## config.mk

```make
export PLATFORM = sky130hd
export DESIGN_NAME = stereo_decimating_peak_meter_unit
export DESIGN_NICKNAME = d
export VERILOG_FILES = /design/src/hw/rtl/sdpm_pkg.sv /design/src/hw/rtl/sdpm_lane.sv /design/src/hw/rtl/sdpm_merge.sv /design/src/hw/rtl/stereo_decimating_peak_meter_unit.sv
export SDC_FILE = /design/constraint.sdc
export NUM_CORES = 2
export LEC_CHECK = 0
export CAP_MARGIN = 20
export CORE_MARGIN = 10
export CORE_UTILIZATION = 55
export DETAILED_ROUTE_END_ITERATION = 12
export DONT_BUFFER_PORTS = 1
export GPL_ROUTABILITY_DRIVEN = 0
export PLACE_DENSITY = 0.7
export SYNTH_ARGS = -nofsm -noshare
export SYNTH_HDL_FRONTEND = slang
export SYNTH_SLANG_ARGS = --single-unit
```

## constraint.sdc

```tcl
create_clock -name aclk -period 11 [get_ports aclk]
set_clock_uncertainty 0.15 [all_clocks]
set_input_delay 0 -clock aclk [delete_from_list [all_inputs] [get_ports aclk]]
set_output_delay 0 -clock aclk [all_outputs]
set_load 0.01 [all_outputs]
```

## src/hw/rtl/sdpm_pkg.sv

```systemverilog
// Package for the stereo decimating peak meter: widths, register indexes,
// reset values, shared types and the sample mask function.
// Depends on nothing; every module of the block imports it.
package sdpm_pkg;

    localparam int SAMPLE_BITS    = 16;
    localparam int GAIN_FRAC_BITS = 12;
    localparam int GAIN_BITS      = 16;
    localparam int DECIM_W        = 8;
    localparam int BITS_KEPT_W    = 5;
    localparam int HOLD_W         = 16;
    localparam int THR_W          = 16;
    localparam int NUM_LEDS       = 3;

    localparam int CFG_IDX_W  = 3;
    localparam int CFG_DATA_W = 16;

    localparam int MAG_IN_W   = SAMPLE_BITS + 1;
    localparam int GAIN_MAG_W = GAIN_BITS + 1;
    localparam int PROD_W     = MAG_IN_W + GAIN_MAG_W;
    localparam int MAG_W      = PROD_W - GAIN_FRAC_BITS;

    localparam int S_TDATA_W  = 2 * SAMPLE_BITS;
    localparam int M_FIELDS_W = 2 * SAMPLE_BITS + NUM_LEDS;
    localparam int M_TDATA_W  = ((M_FIELDS_W + 7) / 8) * 8;

    localparam logic [MAG_W-1:0] SAT_POS = MAG_W'((64'd1 << (SAMPLE_BITS - 1)) - 64'd1);
    localparam logic [MAG_W-1:0] SAT_NEG = MAG_W'(64'd1 << (SAMPLE_BITS - 1));

    localparam logic [CFG_IDX_W-1:0] CFG_DECIM     = 3'd0;
    localparam logic [CFG_IDX_W-1:0] CFG_BITS_KEPT = 3'd1;
    localparam logic [CFG_IDX_W-1:0] CFG_GAIN      = 3'd2;
    localparam logic [CFG_IDX_W-1:0] CFG_HOLD      = 3'd3;
    localparam logic [CFG_IDX_W-1:0] CFG_THR_LOW   = 3'd4;
    localparam logic [CFG_IDX_W-1:0] CFG_THR_MID   = 3'd5;
    localparam logic [CFG_IDX_W-1:0] CFG_THR_HIGH  = 3'd6;

    localparam logic [DECIM_W-1:0]     RST_DECIM     = 8'd1;
    localparam logic [BITS_KEPT_W-1:0] RST_BITS_KEPT = 5'd16;
    localparam logic [GAIN_BITS-1:0]   RST_GAIN      = 16'd4096;
    localparam logic [HOLD_W-1:0]      RST_HOLD      = 16'd4800;
    localparam logic [THR_W-1:0]       RST_THR_LOW   = 16'd28000;
    localparam logic [THR_W-1:0]       RST_THR_MID   = 16'd32000;
    localparam logic [THR_W-1:0]       RST_THR_HIGH  = 16'd32767;

    localparam int LED_LOW  = 0;
    localparam int LED_MID  = 1;
    localparam int LED_HIGH = 2;

    typedef logic signed [SAMPLE_BITS-1:0] sample_t;

    typedef struct packed {
        logic [MAG_W-1:0] mag;
        sample_t          value;
    } lane_out_t;

    typedef struct packed {
        logic [HOLD_W-1:0] hold_count;
        logic [THR_W-1:0]  thr_low;
        logic [THR_W-1:0]  thr_mid;
        logic [THR_W-1:0]  thr_high;
    } meter_cfg_t;

    function automatic logic [SAMPLE_BITS-1:0] keep_mask(input logic [BITS_KEPT_W-1:0] bk);
        int b;
        logic [SAMPLE_BITS-1:0] m;
        b = (int'(bk) > SAMPLE_BITS) ? SAMPLE_BITS : int'(bk);
        for (int i = 0; i < SAMPLE_BITS; i++) begin
            m[i] = (i >= SAMPLE_BITS - b);
        end
        return m;
    endfunction

endpackage

```

## src/hw/rtl/sdpm_lane.sv

```systemverilog
// One channel lane of the peak meter: masks and scales a sample by the gain,
// then takes the magnitude and saturates it. Depends on sdpm_pkg.
module sdpm_lane (
    input  logic                            aclk,
    input  logic                            load,
    input  sdpm_pkg::sample_t               sample_in,
    input  logic [sdpm_pkg::SAMPLE_BITS-1:0] mask,
    input  logic [sdpm_pkg::GAIN_BITS-1:0]  gain,
    output sdpm_pkg::lane_out_t             result
);
    import sdpm_pkg::*;

    logic [SAMPLE_BITS-1:0] masked;
    logic [MAG_IN_W-1:0]    ext_s;
    logic [MAG_IN_W-1:0]    abs_s;
    logic [GAIN_MAG_W-1:0]  ext_g;
    logic [GAIN_MAG_W-1:0]  abs_g;
    logic                   neg_s;
    logic                   neg_g;
    logic [PROD_W-1:0]      prod_reg;
    logic [PROD_W-1:0]      prod_next;
    logic                   neg_reg;
    logic                   neg_next;
    logic [MAG_W-1:0]       mag;
    logic [MAG_W-1:0]       clamped;
    logic                   neg_out;

    always_comb begin
        masked    = sample_in & mask;
        neg_s     = masked[SAMPLE_BITS-1];
        neg_g     = gain[GAIN_BITS-1];
        ext_s     = {masked[SAMPLE_BITS-1], masked};
        ext_g     = {gain[GAIN_BITS-1], gain};
        abs_s     = neg_s ? (~ext_s + 1'b1) : ext_s;
        abs_g     = neg_g ? (~ext_g + 1'b1) : ext_g;
        prod_next = PROD_W'(abs_s) * PROD_W'(abs_g);
        neg_next  = neg_s ^ neg_g;
    end

    always_ff @(posedge aclk) begin
        if (load) begin
            prod_reg <= prod_next;
            neg_reg  <= neg_next;
        end
    end

    always_comb begin
        mag     = prod_reg[PROD_W-1:GAIN_FRAC_BITS];
        neg_out = neg_reg && (mag != '0);
        if (neg_out) begin
            clamped = (mag > SAT_NEG) ? SAT_NEG : mag;
        end else begin
            clamped = (mag > SAT_POS) ? SAT_POS : mag;
        end
        result.mag   = mag;
        result.value = neg_out ? SAMPLE_BITS'(~clamped + 1'b1) : clamped[SAMPLE_BITS-1:0];
    end

endmodule

```

## src/hw/rtl/sdpm_merge.sv

```systemverilog
// Merging stage of the peak meter: takes the larger lane magnitude, runs the
// three hold counters and indicators, and keeps the held outputs. Depends on sdpm_pkg.
module sdpm_merge (
    input  logic                             aclk,
    input  logic                             aresetn,
    input  logic                             update,
    input  sdpm_pkg::lane_out_t              left,
    input  sdpm_pkg::lane_out_t              right,
    input  sdpm_pkg::meter_cfg_t             cfg,
    output sdpm_pkg::sample_t                left_out,
    output sdpm_pkg::sample_t                right_out,
    output logic [sdpm_pkg::NUM_LEDS-1:0]    leds
);
    import sdpm_pkg::*;

    logic [MAG_W-1:0]    peak;
    logic [THR_W-1:0]    thr [NUM_LEDS];
    logic [NUM_LEDS-1:0] hit;
    logic [HOLD_W-1:0]   hold_reg  [NUM_LEDS];
    logic [HOLD_W-1:0]   hold_next [NUM_LEDS];
    logic [NUM_LEDS-1:0] led_reg;
    logic [NUM_LEDS-1:0] led_next;
    sample_t             left_reg;
    sample_t             right_reg;

    always_comb begin
        peak          = (left.mag > right.mag) ? left.mag : right.mag;
        thr[LED_LOW]  = cfg.thr_low;
        thr[LED_MID]  = cfg.thr_mid;
        thr[LED_HIGH] = cfg.thr_high;
        led_next      = led_reg;
        for (int i = 0; i < NUM_LEDS; i++) begin
            hit[i]       = peak > MAG_W'(thr[i]);
            hold_next[i] = hold_reg[i];
            if (hit[i]) begin
                led_next[i]  = 1'b1;
                hold_next[i] = cfg.hold_count;
            end else if (hold_reg[i] != '0) begin
                hold_next[i] = hold_reg[i] - 1'b1;
            end else begin
                led_next[i] = 1'b0;
            end
        end
    end

    always_ff @(posedge aclk) begin
        if (!aresetn) begin
            led_reg   <= '0;
            left_reg  <= '0;
            right_reg <= '0;
            for (int i = 0; i < NUM_LEDS; i++) begin
                hold_reg[i] <= '0;
            end
        end else if (update) begin
            led_reg   <= led_next;
            left_reg  <= left.value;
            right_reg <= right.value;
            for (int i = 0; i < NUM_LEDS; i++) begin
                hold_reg[i] <= hold_next[i];
            end
        end
    end

    assign left_out  = left_reg;
    assign right_out = right_reg;
    assign leds      = led_reg;

    // A running hold counter always belongs to a lit indicator.
    a_hold_implies_lit: assert property (@(posedge aclk) disable iff (!aresetn)
        ((hold_reg[LED_LOW] == '0) || led_reg[LED_LOW]) &&
        ((hold_reg[LED_MID] == '0) || led_reg[LED_MID]) &&
        ((hold_reg[LED_HIGH] == '0) || led_reg[LED_HIGH]))
        else $error("hold counter running with its indicator off");

    a_leds_hold: assert property (@(posedge aclk) disable iff (!aresetn)
        !update |=> $stable(led_reg) && $stable(left_reg) && $stable(right_reg))
        else $error("meter state changed without a kept sample pair");

    a_high_hit_lights: assert property (@(posedge aclk) disable iff (!aresetn)
        update && hit[LED_HIGH] |=> led_reg[LED_HIGH] && (hold_reg[LED_HIGH] == $past(cfg.hold_count)))
        else $error("high indicator not lit after a hit");

endmodule

```

## src/hw/rtl/stereo_decimating_peak_meter_unit.sv

```systemverilog
// Top level of the stereo decimating peak meter: stream ports, configuration
// registers, decimation counter and pipeline control. Depends on sdpm_pkg,
// sdpm_lane and sdpm_merge.
//
//   Channel   Ports                          Contents
//   input     s_tvalid s_tready s_tdata      one stereo sample pair
//   result    m_tvalid m_tready m_tdata      held samples and three indicators
//   config    cfg_we cfg_addr cfg_wdata      register writes, no read-back
//
// One pair is taken every cycle unless the result side stalls; the multiply stage
// masks and multiplies both channels; the output stage saturates, compares with the
// thresholds and, for kept pairs, updates the hold counters and held samples.
// Reset is synchronous and active low and restores every register default.
// A stalled result holds the output register; the multiply stage still takes
// one more pair while it is empty.
module stereo_decimating_peak_meter_unit (
    input  logic                               aclk,
    input  logic                               aresetn,
    input  logic                               s_tvalid,
    output logic                               s_tready,
    // left_in [15:0], right_in [31:16]
    input  logic [sdpm_pkg::S_TDATA_W-1:0]     s_tdata,
    output logic                               m_tvalid,
    input  logic                               m_tready,
    // left_out [15:0], right_out [31:16], peak_low_on [32], peak_mid_on [33],
    // peak_high_on [34], zero fill above
    output logic [sdpm_pkg::M_TDATA_W-1:0]     m_tdata,
    input  logic                               cfg_we,
    input  logic [sdpm_pkg::CFG_IDX_W-1:0]     cfg_addr,
    input  logic [sdpm_pkg::CFG_DATA_W-1:0]    cfg_wdata
);
    import sdpm_pkg::*;

    logic [DECIM_W-1:0]     decim_reg;
    logic [BITS_KEPT_W-1:0] bits_kept_reg;
    logic [GAIN_BITS-1:0]   gain_reg;
    meter_cfg_t             meter_cfg_reg;

    logic [DECIM_W-1:0]     decim_idx_reg;
    logic [DECIM_W-1:0]     decim_idx_next;
    logic [DECIM_W:0]       idx_inc;
    logic                   keep;
    logic                   s1_valid_reg;
    logic                   s1_valid_next;
    logic                   s1_keep_reg;
    logic                   m_valid_reg;
    logic                   m_valid_next;
    logic                   adv_out;
    logic                   accept;
    logic                   update;
    logic [SAMPLE_BITS-1:0] mask;
    lane_out_t              left_res;
    lane_out_t              right_res;
    sample_t                left_out;
    sample_t                right_out;
    logic [NUM_LEDS-1:0]    leds;

    always_ff @(posedge aclk) begin
        if (!aresetn) begin
            decim_reg              <= RST_DECIM;
            bits_kept_reg          <= RST_BITS_KEPT;
            gain_reg               <= RST_GAIN;
            meter_cfg_reg.hold_count <= RST_HOLD;
            meter_cfg_reg.thr_low  <= RST_THR_LOW;
            meter_cfg_reg.thr_mid  <= RST_THR_MID;
            meter_cfg_reg.thr_high <= RST_THR_HIGH;
        end else if (cfg_we) begin
            case (cfg_addr)
                CFG_DECIM:     decim_reg              <= cfg_wdata[DECIM_W-1:0];
                CFG_BITS_KEPT: bits_kept_reg          <= cfg_wdata[BITS_KEPT_W-1:0];
                CFG_GAIN:      gain_reg               <= cfg_wdata[GAIN_BITS-1:0];
                CFG_HOLD:      meter_cfg_reg.hold_count <= cfg_wdata[HOLD_W-1:0];
                CFG_THR_LOW:   meter_cfg_reg.thr_low  <= cfg_wdata[THR_W-1:0];
                CFG_THR_MID:   meter_cfg_reg.thr_mid  <= cfg_wdata[THR_W-1:0];
                CFG_THR_HIGH:  meter_cfg_reg.thr_high <= cfg_wdata[THR_W-1:0];
                default: begin
                end
            endcase
        end
    end

    always_comb begin
        adv_out        = !m_valid_reg || m_tready;
        s_tready       = !s1_valid_reg || adv_out;
        accept         = s_tvalid && s_tready;
        update         = s1_valid_reg && s1_keep_reg && adv_out;
        idx_inc        = {1'b0, decim_idx_reg} + 1'b1;
        keep           = idx_inc >= {1'b0, decim_reg};
        decim_idx_next = keep ? '0 : idx_inc[DECIM_W-1:0];
        s1_valid_next  = accept ? 1'b1 : (adv_out ? 1'b0 : s1_valid_reg);
        m_valid_next   = adv_out ? s1_valid_reg : m_valid_reg;
        mask           = keep_mask(bits_kept_reg);
    end

    always_ff @(posedge aclk) begin
        if (!aresetn) begin
            decim_idx_reg <= '0;
            s1_valid_reg  <= 1'b0;
            s1_keep_reg   <= 1'b0;
            m_valid_reg   <= 1'b0;
        end else begin
            s1_valid_reg <= s1_valid_next;
            m_valid_reg  <= m_valid_next;
            if (accept) begin
                decim_idx_reg <= decim_idx_next;
                s1_keep_reg   <= keep;
            end
        end
    end

    sdpm_lane u_lane_left (
        .aclk      (aclk),
        .load      (accept),
        .sample_in (s_tdata[SAMPLE_BITS-1:0]),
        .mask      (mask),
        .gain      (gain_reg),
        .result    (left_res)
    );

    sdpm_lane u_lane_right (
        .aclk      (aclk),
        .load      (accept),
        .sample_in (s_tdata[2*SAMPLE_BITS-1:SAMPLE_BITS]),
        .mask      (mask),
        .gain      (gain_reg),
        .result    (right_res)
    );

    sdpm_merge u_merge (
        .aclk      (aclk),
        .aresetn   (aresetn),
        .update    (update),
        .left      (left_res),
        .right     (right_res),
        .cfg       (meter_cfg_reg),
        .left_out  (left_out),
        .right_out (right_out),
        .leds      (leds)
    );

    assign m_tvalid = m_valid_reg;
    assign m_tdata  = M_TDATA_W'({leds, right_out, left_out});

    a_stall_needs_full: assert property (@(posedge aclk) disable iff (!aresetn)
        !s_tready |-> s1_valid_reg && m_valid_reg)
        else $error("input stalled while the pipeline has room");

    a_result_from_stage: assert property (@(posedge aclk) disable iff (!aresetn)
        $rose(m_tvalid) |-> $past(s1_valid_reg))
        else $error("result appeared without a pair in the multiply stage");

    a_skipped_pair_holds: assert property (@(posedge aclk) disable iff (!aresetn)
        s1_valid_reg && !s1_keep_reg && adv_out |=> $stable(m_tdata))
        else $error("a decimated pair changed the held result");

endmodule

```

After elaboration in Yosys (flattened, before gate mapping)
Memories as Yosys holds them, arrays and structs flattened.
Index checks and enable logic that the tools add are counted.
- output and inout port bits: 42
- bits in writable memories: 48
- register bits after elaboration: 209
- memories: 1
- bits in latches: 0
- word-level logic and storage cells: 141
- ROM bits: 0
- bits of input ports: 56
- memory list (name ; depth ; width ; read ports ; clocked after memory_dff ; wr ports ; line ; source):
    u_merge.hold_reg ; 3 ; 16 ; 3 ; 0 ; 3 ; sdpm_merge.sv:19 ; logic [HOLD_W-1:0] hold_reg [NUM_LEDS];
- $add $sub $neg: 10
- shifts and indexed selects: 0
- reduce and logical (&&, ||, !) cells: 26
- bitwise logic cells: 12
- muxes and demuxes: 35
- magnitude comparators: 26
- div/mod/pow operators: 0
- $mul: 2
- equality and inequality tests: 9
- operators by type and width (kind ; number):
    $mux W16 ; 17
    $mul A17 B17 Y34 ; 2
    $gt A22 B16 Y1 ; 3
    $add A17 B1 Y17 const B ; 3
    $mux W17 ; 3
    $not A17 Y17 ; 3
    $ge A5 B6 Y1 const A ; 8
    $reduce_bool A16 Y1 ; 3
    $sub A16 B1 Y16 const B ; 3
    $gt A22 B15 Y1 const B ; 2
    $gt A22 B16 Y1 const B ; 2
    $reduce_bool A22 Y1 ; 2
    $add A16 B1 Y16 const B ; 2
    $and A16 B16 Y16 ; 2
    $not A16 Y16 ; 2
    $ge A4 B6 Y1 const A ; 4
    $gt A22 B22 Y1 ; 1
    $mux W22 ; 1
    $reduce_and A2 Y1 ; 10
    $ge A3 B6 Y1 const A ; 2
    $mux W1 ; 12
    $add A8 B1 Y9 const B ; 1
    $eq A3 B3 Y1 const B ; 3
    $ge A9 B8 Y1 ; 1
    other kinds (16) ; 28

Depth between registers and ports, before layout
- depth in word-level cells: 9
- mapped depth: 41
- depth with buffers taken out: 37

Hierarchy
From an unflattened synthesis, not the netlist that was laid out.
- cell total of the unflattened synthesis: 3700
- area, all modules: 32383.6 um2
- modules (own cells, without submodules) (module ; area an instance (um2) ; cells an instance ; sequential area each (um2) ; times used):
    sdpm_lane (u_lane_left) ; 10677.7 ; 1216 ; 690.7 ; 1
    sdpm_lane (u_lane_right) ; 10661.5 ; 1214 ; 690.7 ; 1
    sdpm_merge ; 6470.0 ; 694 ; 2142.1 ; 1
    stereo_decimating_peak_meter_unit ; 4574.4 ; 576 ; 2082.0 ; 1

Least setup slack after synthesis
No wires, ideal clock.
- kind: reg-to-reg
- start: register bits_kept_reg[4]
- end: register u_lane_left.prod_reg[33] (data pin)
- buffers on the path: 5
- slack: 1.580 ns
- arrival time: 9.007 ns
- cell stages (with the launch flop): 38
- library setup time: 0.263 ns
- required time: 10.587 ns
- period minus slack after synthesis: 9.420 ns
- cell sequence: dfxtp_1 > buf_2 > clkbuf_1 > nand2b_1 > ha_1 > buf_4 > clkbuf_1 > a22o_1 > and3_1 > clkbuf_1 > clkinv_1 > ha_1 > o21ai_0 > nor2_1 > and2_1 > a21oi_2 > xor2_1 > nor2_1 > (+2 left out) > fa_1 > fa_1 > inv_1 > fa_1 > fa_1 > inv_1 > fa_1 > inv_1 > ha_1 > and2_1 > a221oi_1 > a21oi_1 > o21a_1 > o31a_1 > o2111ai_1 > a31oi_1 > nor4_1 > nor3_1
- word-level cells in the longest chain between the ends: 9
- elaborated cells between the ends (all ways): 24
- classes of those cells: 2 x add/sub; 1 x mul; 17 x order compare; 2 x mux; 2 x bitwise
- RTL lines (item ; line ; source):
    from (decl) ; stereo_decimating_peak_meter_unit.sv:35 ; logic [BITS_KEPT_W-1:0] bits_kept_reg;
    from (signal assigned) ; stereo_decimating_peak_meter_unit.sv:70 ; CFG_BITS_KEPT: bits_kept_reg <= cfg_wdata[BITS_KEPT_W-1:0];
    $gt A5 B5 Y1 ; sdpm_pkg.sv:67 ; b = (int'(bk) > SAMPLE_BITS) ? SAMPLE_BITS : int'(bk);
    $mux W5 * ; sdpm_pkg.sv:67 ;
    $sub A5 B5 Y6 * ; sdpm_pkg.sv:69 ; m[i] = (i >= SAMPLE_BITS - b);
    $ge A1 B6 Y1 (tied with other cells) ; sdpm_pkg.sv:69 ;
    $and A16 B16 Y16 * ; sdpm_lane.sv:29 ; masked = sample_in & mask;
    $not A17 Y17 ; sdpm_lane.sv:34 ; abs_s = neg_s ? (~ext_s + 1'b1) : ext_s;
    $add A17 B1 Y17 ; sdpm_lane.sv:34 ;
    $mux W17 * ; sdpm_lane.sv:34 ;
    $mul A17 B17 Y34 * ; sdpm_lane.sv:36 ; prod_next = PROD_W'(abs_s) * PROD_W'(abs_g);
    named net u_lane_left.prod_next[33] ; sdpm_lane.sv:21 ; logic [PROD_W-1:0] prod_next;
    to (signal assigned) ; sdpm_lane.sv:42 ; prod_reg <= prod_next;
    to (decl) ; sdpm_lane.sv:20 ; logic [PROD_W-1:0] prod_reg;
The timed path passes the listed nets; every way through them passes the cells marked *.
A chain may end at the register's enable or synchronous reset.

Final worst setup path
- start: register bits_kept_reg[1]
- end: register u_lane_left.prod_reg[33] (data pin)
Same word-level chain as after synthesis.

==> results by stage <==
Status:
- The run finished with clean final reports.

STA:
- Measured against its own limit, the worst slew margin works out to 0.202.
- At the pin with the least slew margin, the transition time is 1.19 ns.
- The count of endpoints failing setup in the final report is 0.
- Setup repair after global routing left no endpoint under its margin.
- Timing would allow up to 97.7 MHz.
- For the final routed database, the setup TNS stands at 0 ns.
- The final number of hold-violating endpoints was 0.
- In the finished design, the share of the clock period the worst path needs comes to 0.930.
- The number of max-slew violations in the final report is 0.
- The worst path in the final design needs a cycle of 10.23 ns, including I/O delays and setup.

Detailed routing:
- In the final routed layout, each cell accounts on average for 20.2 um.
- The first TritonRoute pass finished after 6 iterations.
- For this run, design rule violations remaining after detail routing come to 0.
- The routed via count is 25800.
- The routed design has 91500 um of wire.
- The detail route stage leaves a number of antenna-violating nets equal to 0.
- Dividing the detail-routed via count by the number of cells gives 5.68.
- In this run, the number of DRC markers left after iteration 0 of detailed routing was 2093.

Power:
- Of the total power, the clock network draws 0.186.
- The internal power consumption is 2.65 mW.
- The switching power of the nets is 2.12 mW.
- The standby leakage power is 16.0 nW.
- Across the VDD grid, the largest voltage drop is 0.139 mV.
- Of the total power, the share spent switching nets is 0.444.
- The cell area power density is 138 nW/um^2.
- Of the total power, combinational logic draws 0.547.
- Of the total power, registers draw 0.267.

Floorplan:
- The overall die height is 261 um.
- The initial utilization of the core area, before any placement, comes to 0.554.
- In this run the core area contains 88 standard-cell rows.
- The core region is 57500 um^2.
- 98 I/O pins were placed.
- The die covers 67900 um^2.
- Measured along the x axis, the die boundary spans 261 um.

Clock tree:
- In this run the clock root is driven by a sky130_fd_sc_hd__clkbuf_16.
- TritonCTS created 27 clock buffers.
- The clock latency on the worst-skew pair is 0.58 ns.
- TritonCTS built the clock tree.
- The post-CTS setup-driven buffer insertion count is 0.
- The total clock sinks is 233.
- After clock tree synthesis, the clock-pin slew on the worst setup and hold paths is 0.07 ns.
- In this run the number of H-tree levels came out at 1.
- The longest clock path from root to sink contains 3 buffers.

Synthesis:
- Each instance of the synthesized netlist takes up on average 8.68 um^2.
- The cell area after technology mapping is 31800 um^2.
- In the synthesized netlist, the number of instances is 3669.
- For this run, the register share of the synthesized area comes to 0.176.
- Sorting the synthesized cells by area gives the leading types as sky130_fd_sc_hd__fa_1 (28%), sky130_fd_sc_hd__ha_1 (12%), sky130_fd_sc_hd__edfxtp_1 (8.9%).
- During synthesis, Yosys emitted a total of 0 warnings.
- The most area-hungry cell type in the Yosys netlist is sky130_fd_sc_hd__fa_1.
- Yosys mapped a number of flops with a built-in enable equal to 94.
- The flip-flop and latch count after synthesis is 233.
- The share of synthesized area in the top cell type comes to 0.279.
- In the synthesized netlist the async set-or-reset flop fraction comes to 0.
- Yosys mapped the design onto 84 distinct sky130hd cell types.
- The most used flip-flop cell after synthesis is sky130_fd_sc_hd__dfxtp_1.

Min path:
- The path type of the worst min-delay path is in -> reg.

Layout:
- Leaving out fill and tap cells, the most frequent cell in the layout is sky130_fd_sc_hd__inv_1.
- Counting the fill cells in the layout gives 5114.
- The post-route cell area is 34500 um^2.
- Once layout is complete, the cells apart from fillers number 4534.
- The number of flip-flops under the largest register name is 64.
- Registers take 5610 um^2.
- The net count of the finished layout is 4547.
- From synthesis to final layout, the design area changed by 8.18%.
- At the end of the flow the core is filled with cells to 0.599.
- The multi-input combinational cells in the finished layout cover a total of 23500 um^2.
- The share of post-route cells with drive strength above 1 is 0.0560.
- In the layout the commonest cells are sky130_fd_sc_hd__inv_1 (655), sky130_fd_sc_hd__nand2_1 (569), sky130_fd_sc_hd__fa_1 (444).

Placement:
- Once detailed placement completed, the half-perimeter wirelength came to 70900 um.
- The standard cell area after detailed placement is 33100 um^2.
- Including well taps, the total number of placed cells is 4433.
- The number of buffers inserted by port buffering is 0.

Critical path:
- At the worst endpoint, the required time is 11.14 ns.
- The library cell contributing the largest single delay on the critical path is sky130_fd_sc_hd__fa_1.
- The largest fanout on the critical path is 16.
- The kind of critical path is reg -> reg.
- For the worst setup path, the data arrival time is 10.37 ns.
- The peak per-stage delay on the critical path is 0.54 ns.
- The worst setup path is launched from a register.
- The cell with the most instances on the worst path is sky130_fd_sc_hd__fa_1.
- The sort of element at the end of the critical path is a register.

Global routing:
- Entering global routing, the biggest net connects 58 pins.
- The first global-routing pass estimated 146000 um of wire.
- The aggregate global routing overflow is 0.
- The global-route total usage across every layer is 0.274.
- The via count of the first global-routing pass is 26400.
- The initial antenna violation count was 7.

Flow run:
- The number of maximum-capacitance violations is 0.
## layout make-up
class / instances / share of cell area
multi-input combinational: 2706 / 0.683
clock inverter: 16 / 0.00429
clock buffer: 34 / 0.0204
sequential: 233 / 0.163
inverter: 658 / 0.0717
tap: 765 / 0.0278
antenna: 4 / 0.000291
timing repair buffer: 118 / 0.0298
## power by group through the flow
stage / sequential [mW] / combinational (mW) / clock [mW]
floorplan: 1.18 / 1.94 / 0
CTS: 1.26 / 2.60 / 0.887
global route: 1.28 / 2.97 / 0.922
finish: 1.27 / 2.61 / 0.885
global placement: 1.28 / 2.51 / 0
detailed placement: 1.28 / 2.54 / 0
## per-layer routing
layer | global-route usage | vias up | part of all wire
li1 | - | 11800 | -
met1 | 0.359 | 12500 | 0.40
met2 | 0.435 | 1219 | 0.45
met3 | 0.0626 | 237 | 0.11
met4 | 0.105 | 6 | 0.043
met5 | 0 | - | 0.00039
## cell families after synthesis
family	after synthesis	synth area share
xor gates and xnor gates	158	0.0446
adders and majority gates	747	0.398
and+or+nand+nor	1156	0.158
muxes	33	0.0111
other	2	0.000236
buffers and inverters	799	0.0981
AOI/OAI and AO/OA	541	0.114
DFF	233	0.176
## critical path: cells and delay by family, from the launching register on
kind / cells / cell delay (ns)
xor gates and xnor gates: 1 / 0.50
buffers and inverters: 5 / 0.67
adders and majority gates: 9 / 3.97
AOI/OAI and AO/OA: 11 / 2.70
and+or+nand+nor: 7 / 1.39
DFF: 1 / 0.51
## Yosys cell counts (27+ instances only)
library cell               count
sky130_fd_sc_hd__fa_1        444
sky130_fd_sc_hd__dfxtp_1     139
sky130_fd_sc_hd__nand3_1      42
sky130_fd_sc_hd__nor2_1      307
sky130_fd_sc_hd__and2_1       42
sky130_fd_sc_hd__edfxtp_1     94
sky130_fd_sc_hd__o21ai_0      75
sky130_fd_sc_hd__nor3_1       42
sky130_fd_sc_hd__nand2b_1     27
sky130_fd_sc_hd__xnor2_1     104
sky130_fd_sc_hd__a21oi_1     202
sky130_fd_sc_hd__xor2_1       49
sky130_fd_sc_hd__clkbuf_1     98
sky130_fd_sc_hd__ha_1        303
sky130_fd_sc_hd__inv_1       655
sky130_fd_sc_hd__nand2_1     570
sky130_fd_sc_hd__o211ai_1     33
sky130_fd_sc_hd__nor4_1       27
## timing repair
item	CTS	global route
hold buffers	46	0
endpoints found under the setup margin	0	7
hold endpoints to repair	165	0
gates resized for setup	0	2
## final timing paths
check	startpoint	to	slack, ns	cells past startpoint
min reg2reg	decim_reg[6]$_SDFFE_PN0P_	decim_reg[6]$_SDFFE_PN0P_	0.30	2
max reg2reg	bits_kept_reg[1]$_SDFFE_PN0P_	u_lane_left.prod_reg[33]$_DFFE_PP_	0.77	33
min	s_tvalid	u_lane_right.prod_reg[20]$_DFFE_PP_	0.02	2
max	bits_kept_reg[1]$_SDFFE_PN0P_	u_lane_left.prod_reg[33]$_DFFE_PP_	0.77	33
## stage by stage
stage               hold WS [ns]  power [mW]  worst slack (ns)
floorplan                -0.0326        3.12              1.58
global placement         -0.0553        3.79             0.845
detailed placement       -0.0567        3.82             0.557
CTS                       0.0158        4.75             0.499
global route              0.0447        5.17             0.130
finish                    0.0199        4.77             0.766
Power figures use the tool's default switching activity.
